`config.mk`:
```
export PLATFORM = sky130hd
export DESIGN_NAME = tail_drop_packet_buffer
export DESIGN_NICKNAME = d
export VERILOG_FILES = /design/src/sv/tdpb_pkg.sv /design/src/sv/tdpb_ctrl.sv /design/src/sv/tdpb_datapath.sv /design/src/sv/tail_drop_packet_buffer.sv
export VERILOG_INCLUDE_DIRS = /design/src /design/src/sv
export SDC_FILE = /design/constraint.sdc
export NUM_CORES = 1
export LEC_CHECK = 0
export BUFFER_PORTS_ARGS = -buffer_cell sky130_fd_sc_hd__clkbuf_2
export CORE_UTILIZATION = 44
export DETAILED_ROUTE_END_ITERATION = 10
export PLACE_DENSITY = 0.72
export SKIP_CTS_REPAIR_TIMING = 1
export SLEW_MARGIN = 10
export SYNTH_ARGS = -nofsm -noshare
export SYNTH_HDL_FRONTEND = slang
export SYNTH_SLANG_ARGS = --single-unit
```
`constraint.sdc`:
```
create_clock -name clk -period 8.08 [get_ports clk]
set_input_delay 0 -clock clk [delete_from_list [all_inputs] [get_ports clk]]
set_output_delay 0 -clock clk [all_outputs]
set_load 0.03 [all_outputs]
```
`src/sv/tail_drop_packet_buffer_assert.svh`:
```
// Assertion macros for the tail-drop packet buffer
`ifndef TAIL_DROP_PACKET_BUFFER_ASSERT_SVH
`define TAIL_DROP_PACKET_BUFFER_ASSERT_SVH

`ifndef SYNTHESIS
// check a condition at every clock edge outside reset
`define TDPB_ASSERT_ALWAYS(lbl, cond, msg) \
  lbl: assert property (@(posedge clk) disable iff (rst) (cond)) else $error(msg);
// check that a trigger is followed by a condition in the next cycle
`define TDPB_ASSERT_NEXT(lbl, trig, cond, msg) \
  lbl: assert property (@(posedge clk) disable iff (rst) (trig) |=> (cond)) else $error(msg);
`else
`define TDPB_ASSERT_ALWAYS(lbl, cond, msg)
`define TDPB_ASSERT_NEXT(lbl, trig, cond, msg)
`endif

`endif

```
`src/sv/tdpb_pkg.sv`:
```
// Shared constants and types for the tail-drop packet buffer
`timescale 1ns / 1ps

package tdpb_pkg;

  localparam int BUF_DEPTH = 16;
  localparam int TIME_BITS = 32;

  // field widths fixed by the interface
  localparam int ARR_W = 32;
  localparam int PROC_W = 16;
  localparam int CFG_W = 5;

  localparam int IDX_W = (BUF_DEPTH > 1) ? $clog2(BUF_DEPTH) : 1;
  localparam int OCC_W = $clog2(BUF_DEPTH + 1);
  localparam int SUM_W = OCC_W + 1;
  localparam int CAP_W = (OCC_W > CFG_W) ? OCC_W : CFG_W;
  localparam int ADD_W = ((TIME_BITS > PROC_W) ? TIME_BITS : PROC_W) + 1;

  localparam logic [TIME_BITS-1:0] TIME_MAX = '1;

  typedef enum logic [1:0] {
    ST_IDLE = 2'b01,
    ST_FREE = 2'b10
  } tdpb_state_t;

  // controller to datapath
  typedef struct packed {
    logic load;
    logic pop;
    logic commit;
  } tdpb_cmd_t;

  // datapath to controller
  typedef struct packed {
    logic can_pop;
    logic out_blocked;
  } tdpb_status_t;

endpackage

```
`src/sv/tdpb_ctrl.sv`:
```
// Controller state machine: take one packet, free finished slots, then decide
`timescale 1ns / 1ps

module tdpb_ctrl (
  input  logic                  clk,
  input  logic                  rst,
  input  logic                  in_valid,
  output logic                  in_stall,
  input  tdpb_pkg::tdpb_status_t status,
  output tdpb_pkg::tdpb_cmd_t    cmd
);
  import tdpb_pkg::*;

  tdpb_state_t state;
  tdpb_state_t state_next;

  // hold the state register
  always_ff @(posedge clk) begin
    if (rst) begin
      state <= ST_IDLE;
    end else begin
      state <= state_next;
    end
  end

  assign in_stall = (state != ST_IDLE);

  // sequence the work of one packet
  always_comb begin
    state_next = state;
    cmd = '0;
    case (state)
      ST_IDLE: begin
        if (in_valid) begin
          cmd.load = 1'b1;
          state_next = ST_FREE;
        end
      end
      ST_FREE: begin
        if (status.can_pop) begin
          cmd.pop = 1'b1;
        end else if (!status.out_blocked) begin
          cmd.commit = 1'b1;
          state_next = ST_IDLE;
        end
      end
      default: begin
        state_next = ST_IDLE;
      end
    endcase
  end

endmodule

```
`src/sv/tdpb_datapath.sv`:
```
// Datapath: finish-time ring, occupancy, last finish, capacity and result register
`timescale 1ns / 1ps

module tdpb_datapath (
  input  logic                        clk,
  input  logic                        rst,
  input  logic                        cfg_wr_en,
  input  logic [tdpb_pkg::CFG_W-1:0]  cfg_wr_data,
  input  logic [tdpb_pkg::ARR_W-1:0]  arrival_time,
  input  logic [tdpb_pkg::PROC_W-1:0] proc_time,
  input  tdpb_pkg::tdpb_cmd_t         cmd,
  output tdpb_pkg::tdpb_status_t      status,
  output logic                        out_valid,
  input  logic                        out_stall,
  output logic                        accepted,
  output logic [tdpb_pkg::ARR_W-1:0]  arrival_echo
);
  import tdpb_pkg::*;

  logic [CFG_W-1:0]     buffer_size;
  logic [ARR_W-1:0]     arr_raw;
  logic [PROC_W-1:0]    proc;
  logic [TIME_BITS-1:0] finish_ring [BUF_DEPTH];
  logic [IDX_W-1:0]     head_index;
  logic [OCC_W-1:0]     occupancy;
  logic [TIME_BITS-1:0] last_finish;

  logic [TIME_BITS-1:0] arr_t;
  logic [CAP_W-1:0]     cap;
  logic                 room;
  logic [SUM_W-1:0]     tail_sum;
  logic [IDX_W-1:0]     tail_index;
  logic [TIME_BITS-1:0] start_time;
  logic [ADD_W-1:0]     fin_sum;
  logic [TIME_BITS-1:0] fin;

  // hold the capacity register
  always_ff @(posedge clk) begin
    if (rst) begin
      buffer_size <= CFG_W'(BUF_DEPTH > 16 ? 16 : 16);
    end else if (cfg_wr_en) begin
      buffer_size <= cfg_wr_data;
    end
  end

  // capture the packet on transfer
  always_ff @(posedge clk) begin
    if (cmd.load) begin
      arr_raw <= arrival_time;
      proc <= proc_time;
    end
  end

  assign arr_t = TIME_BITS'(arr_raw);

  // oldest packet finished by the arrival time
  assign status.can_pop = (occupancy != '0) && (finish_ring[head_index] <= arr_t);
  assign status.out_blocked = out_valid && out_stall;

  // clamp capacity to the ring depth
  always_comb begin
    cap = CAP_W'(buffer_size);
    if (cap > CAP_W'(BUF_DEPTH)) begin
      cap = CAP_W'(BUF_DEPTH);
    end
  end

  assign room = CAP_W'(occupancy) < cap;

  // slot after the newest packet, wrapped to the ring
  always_comb begin
    tail_sum = SUM_W'(head_index) + SUM_W'(occupancy);
    if (tail_sum >= SUM_W'(BUF_DEPTH)) begin
      tail_sum = tail_sum - SUM_W'(BUF_DEPTH);
    end
    tail_index = tail_sum[IDX_W-1:0];
  end

  // finish time, saturating at the largest time
  assign start_time = (arr_t > last_finish) ? arr_t : last_finish;
  assign fin_sum = ADD_W'(start_time) + ADD_W'(proc);
  assign fin = (fin_sum > ADD_W'(TIME_MAX)) ? TIME_MAX : fin_sum[TIME_BITS-1:0];

  // write the ring on enqueue
  always_ff @(posedge clk) begin
    if (cmd.commit && room) begin
      finish_ring[tail_index] <= fin;
    end
  end

  // advance head and occupancy, track last finish
  always_ff @(posedge clk) begin
    if (rst) begin
      head_index <= '0;
      occupancy <= '0;
      last_finish <= '0;
    end else if (cmd.pop) begin
      head_index <= (head_index == IDX_W'(BUF_DEPTH - 1)) ? '0 : head_index + IDX_W'(1);
      occupancy <= occupancy - OCC_W'(1);
    end else if (cmd.commit && room) begin
      occupancy <= occupancy + OCC_W'(1);
      last_finish <= fin;
    end
  end

  // result register: load on decision, drop on transfer
  always_ff @(posedge clk) begin
    if (rst) begin
      out_valid <= 1'b0;
    end else if (cmd.commit) begin
      out_valid <= 1'b1;
    end else if (!out_stall) begin
      out_valid <= 1'b0;
    end
  end

  always_ff @(posedge clk) begin
    if (cmd.commit) begin
      accepted <= room;
      arrival_echo <= room ? arr_raw : '0;
    end
  end

endmodule

```
`src/sv/tail_drop_packet_buffer.sv`:
```
// Top level of the tail-drop packet buffer: controller and datapath
//
//   channel | handshake          | payload
//   --------+--------------------+-----------------------------
//   in      | in_valid/in_stall  | arrival_time, proc_time
//   out     | out_valid/out_stall| accepted, arrival_echo
//   cfg     | cfg_wr_en          | cfg_wr_data (buffer_size)
//
// One packet at a time: each packet is taken, then one finished slot is freed per cycle
// while the single head-of-ring compare in the datapath passes, then the packet is decided.
// Freeing is amortised: each slot is freed once.
// Synchronous reset empties the buffer and sets the capacity to 16.
// A stalled result holds in the output register; the next packet is taken
// meanwhile and waits only at its decision for the register to empty.
`timescale 1ns / 1ps

`include "tail_drop_packet_buffer_assert.svh"

module tail_drop_packet_buffer (
  input  logic                        clk,
  input  logic                        rst,
  input  logic                        cfg_wr_en,
  input  logic [tdpb_pkg::CFG_W-1:0]  cfg_wr_data,
  input  logic                        in_valid,
  output logic                        in_stall,
  input  logic [tdpb_pkg::ARR_W-1:0]  arrival_time,
  input  logic [tdpb_pkg::PROC_W-1:0] proc_time,
  output logic                        out_valid,
  input  logic                        out_stall,
  output logic                        accepted,
  output logic [tdpb_pkg::ARR_W-1:0]  arrival_echo
);
  import tdpb_pkg::*;

  tdpb_cmd_t    cmd;
  tdpb_status_t status;

  tdpb_ctrl u_ctrl (
    .clk      (clk),
    .rst      (rst),
    .in_valid (in_valid),
    .in_stall (in_stall),
    .status   (status),
    .cmd      (cmd)
  );

  tdpb_datapath u_datapath (
    .clk          (clk),
    .rst          (rst),
    .cfg_wr_en    (cfg_wr_en),
    .cfg_wr_data  (cfg_wr_data),
    .arrival_time (arrival_time),
    .proc_time    (proc_time),
    .cmd          (cmd),
    .status       (status),
    .out_valid    (out_valid),
    .out_stall    (out_stall),
    .accepted     (accepted),
    .arrival_echo (arrival_echo)
  );

  // a transfer in leaves the input closed until the decision
  `TDPB_ASSERT_NEXT(a_busy_after_take, in_valid && !in_stall, in_stall, "input open while busy")
  // a decision never overwrites a result still waiting
  `TDPB_ASSERT_ALWAYS(a_no_overwrite, !cmd.commit || !(out_valid && out_stall), "result overwritten")
  // freeing and deciding are exclusive
  `TDPB_ASSERT_ALWAYS(a_pop_or_commit, !(cmd.pop && cmd.commit), "pop and commit together")
  // a decision always produces a valid result next cycle
  `TDPB_ASSERT_NEXT(a_commit_shows, cmd.commit, out_valid, "decision without result")

endmodule

```
After elaboration in Yosys (flattened, before gate mapping) --
Memory sizes are Yosys's and may differ from the RTL's. A register that Yosys moved wholly into a read port is not among the register bits. Cells that the tools add are included.
Word-level totals: output and inout bits 35, RAM bits 512, bits in read-only memories 0, word-level logic and storage cells 62, input port bits 58, latch bits 0, bits in registers 130, memories 1
Memory list:
- u_datapath.finish_ring | words 16, width 32, rd ports 1, clocked after Yosys merged registers in 1, wr ports 1, line tdpb_datapath.sv:23 | logic [TIME_BITS-1:0] finish_ring [BUF_DEPTH];
Operators by class: magnitude comparators 6, divide/modulo/power cells 0, equal/unequal tests 8, bitwise gates (word level) 1, reduce and logical (&&, ||, !) cells 7, $add $sub $neg 6, mux-type cells 23, multipliers 0, shift operators 0
Operators with widths (count):
- two-way mux 32 bit | 2
- adder 32 x 16 -> 33 bit | 1
- > comparator 33 x 32 -> 1 bit, second input constant | 1
- > comparator 32 bit | 1
- less-or-equal comparator 32 bit | 1
- two-way mux 4 bit | 4
- two-way mux 5 bit | 3
- two-way mux 1 bit | 9
- two-way mux 2 bit | 4
- adder 4 x 5 -> 6 bit | 1
- >= comparator 6 x 5 -> 1 bit, second input constant | 1
- != test 2 bit, second input constant | 3
- adder 5 x 1 -> 5 bit, second input constant | 1
- > comparator 5 bit, second input constant | 1
- less-than comparator 5 bit | 1
- nonzero test 5 bit | 1
- subtractor 5 x 1 -> 5 bit, second input constant | 1
- adder 4 x 1 -> 4 bit, second input constant | 1
- equality test 4 bit, second input constant | 1
- != test 2 x 1 -> 1 bit, second input constant | 2
- one-hot mux 2 bit (2 select lines) | 1
- subtractor 4 x 1 -> 4 bit, second input constant | 1
- logical AND 1 bit | 3
- AND reduction 3 bit | 1
- 5 further kinds | 5

Depth between registers and ports, before layout --
depth in word-level cells 7, depth in mapped cells 23, depth with buffers taken out 19

Modules after synthesis --
A second synthesis with hierarchy kept.
Second synthesis, totals: cells, all modules 1575, area, all modules 27482.6 µm²
Modules (own cells, without submodules):
- tdpb_datapath | area an instance 27382.5 µm², seq. area each 18828.1 µm², cells an instance 1564, instances 1
- tdpb_ctrl | area an instance 100.1 µm², seq. area each 40.0 µm², cells an instance 11, instances 1

Worst setup path before layout --
Ideal clock, no wire load.
kind flip-flop to flip-flop, from reg with a tool-made name, to mem u_datapath.finish_ring[10][0] (enable), buffers on the path 3, period minus slack after synthesis 7652 ps, library setup time 501 ps, arrival time 7150 ps, stages on the path, launching flop included 15, path slack 428 ps, required time 7579 ps, cell sequence dfxtp_1 > buf_2 > buf_1 > mux4_2 > mux4_2 > ha_1 > nand3_1 > a2bb2oi_1 > a2111o_1 > o211ai_1 > a22oi_2 > a211oi_4 > nand2_2 > buf_2 > nor4_1
RTL lines (line):
- end: declaration | tdpb_datapath.sv:23

Worst setup path after layout --
from reg u_datapath.arr_raw[30], to mem u_datapath.finish_ring[1][13], data pin
Between the ends: cells in the longest elaborated chain, start to end 5
RTL lines:
- start: declaration | line tdpb_datapath.sv:21 | logic [ARR_W-1:0] arr_raw;
- start signal: assignment | line tdpb_datapath.sv:49 | arr_raw <= arrival_time;
- > comparator 32 bit | line tdpb_datapath.sv:80 | assign start_time = (arr_t > last_finish) ? arr_t : last_finish;
- two-way mux 32 bit * | line tdpb_datapath.sv:80
- adder 32 x 16 -> 33 bit * | line tdpb_datapath.sv:81 | assign fin_sum = ADD_W'(start_time) + ADD_W'(proc);
- > comparator 33 x 32 -> 1 bit | line tdpb_datapath.sv:82 | assign fin = (fin_sum > ADD_W'(TIME_MAX)) ? TIME_MAX : fin_sum[TIME_BITS-1:0];
- two-way mux 32 bit * | line tdpb_datapath.sv:82
- net u_datapath.fin[13] | line tdpb_datapath.sv:35 | logic [TIME_BITS-1:0] fin;
The timed path passes the listed nets; every way through them passes the cells marked *.

==> flow_summary.yaml <==
layout:
  final_cell_mix: "edfxtp_1, mux4_2, clkbuf_2, ha_1, nand2_1"
  regArea_sq_um: 18900
  fin_nets: 1937
  multiInputGateArea_sq_um: 8280
  n_antenna_cell: 0
  final_common_cell: "edfxtp_1"
  areaGrowthSynthToFinish_pct: 15.0
  stdcell_count: 2671
  layout-drive-gt1-share_pct: 22.2
  num-fill-cells: 4902
cts:
  root_buffer: "clkbuf_16"
  cts_buffers: 60
  htreeDepth: 2
  clock_sinks: 646
  clk_latency_ns: 0.64
  cts_tree: "built"
  clockBufferDepth: 3
  clk_pin_slew_ns: 0.06
synth:
  seq_area_frac_synth_pct: 68.2
  ys_seq_elements: 646
  synth_area_leaders: "edfxtp_1, mux4_2, ha_1"
  ys.warnings.count: 0
  synth_area_sq_um: 27600
  syn-num-nets: 1760
  synth.top_cell.area_share_pct: 64.4
  ys_types: 63
  async_reset_ff_share_pct: 0
  synth_top_cell_by_area: "edfxtp_1"
  synthCells: 1608
  synth_edf_count: 593
  synthFlopType: "edfxtp_1"
  syn_avg_cell_area_sq_um: 17.2
pwr:
  p_leak_uw: 0.0104
  powerDensity_nw_per_um2: 223
  irDropWorstVdd_v: 0.000155
floorplanning:
  start_util_pct: 44.6
  die_h_microns: 253
  dieWidth_microns: 253
  core_sq_um: 61900
  rows: 91
  pin_count: 93
  dieArea_sq_um: 63800
place:
  io_buffer_count: 92
  place_inst: 2499
  dp_slack_ns: 1.37
  gp_congestion: 0.915
  dpl.hpwl_mm: 41.2
timing:
  maxSlewHeadroom_pct: 19.0
  timing.final.ws_setup_ns: 1.30
  max_clock_freq_mhz: 147
  fin_crit_sh_pct: 84.0
  worst_hold_slack_ns: 0.0945
  hold_viol: 0
  slew_viol_final: 0
  rsz0062_at_grt: "false"
  fin_skew_ns: 0.0232
  period_needed_ns: 6.78
  setup_tns_ns: 0
  finalSetupViolCount: 0
  worst_pin_slew_ns: 1.21
global_routing:
  gr-usage-met1_pct: 28.0
  grt_max_degree: 69
  first_global_vias: 16100
  grt.met2_usage_pct: 35.1
  grtUsageMet3_pct: 5.15
  antenna_found_initial: 1
  grt_pass1_wl_mm: 101
  globalRoute.busiestLayer: "met2"
  grt_use_total_pct: 21.5
  grt-ovfl-total: 0
job:
  drv_cap: 0
setup_path:
  worstReg2RegStart: "u_datapath.arr_raw[30]"
  reg2reg_slack_ns: 1.30
  crit_fanout: 49
  crit_type: "reg -> reg"
  worstPathRequired_ns: 8.25
  cp-start-kind: "flop"
  r2r-end: "u_datapath.finish_ring[1][13]"
  reg2reg_depth: 14
  critPathArrivalTime_ns: 6.96
  cp-end-kind: "flop"
drt:
  first_pass_iters: 6
  post_drt_wl_per_cell_microns: 25.7
  drtAntennaViolNets: 0
  routed_wl_mm: 68.5
  drcViolationCount: 0
  viasPerCell: 5.94
  num_vias: 15900
  detail_route.iter0.violations: 1818
hold_path:
  holdPathStages: 2
  worstHoldStart: "arrival_time[21]"
  min_path_type: "in -> reg"
  min_to: "u_datapath.arr_raw[21]"
run_status:
  outcome: "complete, no violations"
==> final cells by class <==
| type | instances | area share [%] |
|---|---|---|
| timing repair buffer | 191 | 4.38 |
| inverter | 83 | 0.980 |
| sequential | 646 | 59.4 |
| multi-input combinational | 803 | 26.0 |
| tap | 837 | 3.29 |
| clock inverter | 40 | 1.07 |
| clock buffer | 71 | 4.85 |
==> Yosys cell counts, types with 11 or more instances <==
library cell	instances
inv_1	83
ha_1	91
nand4_1	16
o21ai_0	33
mux4_2	160
buf_1	15
a21oi_1	80
nor2_1	31
a21o_1	18
dfxtp_1	53
clkbuf_1	47
nand3_1	19
xor2_1	11
edfxtp_1	593
nor3_1	51
xnor2_1	37
buf_2	14
a311oi_1	29
mux2i_1	23
nor4_1	20
nand2_1	87
==> state kept, by name, summed over array words and instances (netlist names), named ones only <==
name,flops
u_ctrl.state,2
u_datapath.occupancy,5
u_datapath.buffer_size,5
u_datapath.out_valid,1
u_datapath.last_finish,32
u_datapath.accepted,1
u_datapath.arr_raw,32
u_datapath.finish_ring,512
u_datapath.head_index,4
u_datapath.proc,16
u_datapath.arrival_echo,32
==> stage by stage <==
stage | total power [uW] | cell area [sq um] | util (%)
6_report | 7100 | 31800 | 51.3
3_5_place_dp | 4410 | 29300 | 47.3
3_3_place_gp | 4390 | 29300 | 47.3
4_1_cts | 7100 | 31200 | 50.3
2_1_floorplan | 4220 | 27600 | -
5_1_grt | 7300 | 31800 | 51.3
==> worst max-delay path by stage <==
| stage | end | slack, ns | cells past startpoint | from |
|---|---|---|---|---|
| detailed placement | u_datapath.last_finish[11] | 1.37 | 14 | flop |
| floorplan | u_datapath.finish_ring[10][0] | 0.43 | 14 | flop |
| finish | u_datapath.finish_ring[1][13] | 1.30 | 14 | u_datapath.arr_raw[30] |
| global route | u_datapath.last_finish[3] | 0.93 | 14 | flop |
| global placement | u_datapath.last_finish[3] | 1.42 | 14 | flop |
| CTS | u_datapath.last_finish[5] | 1.32 | 14 | flop |
==> critical path: stages, from the launching register on <==
cell and delay [ns]:
edfxtp_1 0.45, ha_1 0.35, nand4_1 0.22, nor4_1 0.57
and3_1 0.26, a31oi_1 0.10, nor2_4 0.40, buf_4 0.48
o21ai_0 0.17, ha_1 0.35, and4_1 0.25, a31oi_1 0.34
o211a_1 0.68, a21o_2 0.95, nand2_1 0.71
==> kinds of logic after synthesis <==
logic type	synth area share (%)
flops	68.2
simple gates	4.52
compound gates	5.17
mux	14.0
buf+inv	2.22
fa+ha+maj	4.34
xor+xnor	1.52
==> power breakdown <==
part           total [uW]  switching, uW  internal (uW)
logic                 530            389            141
clock network        2720           1230           1500
registers            3850           20.3           3830
total                7100           1640           5460
==> metal layers <==
layer | up-vias | wire, microns
li1 | 6806 | -
met1 | 8147 | 26600
met2 | 796 | 33000
met3 | 127 | 6720
met4 | 2 | 2140
met5 | - | 13
Note: power is estimated with default switching activity, not from simulation.
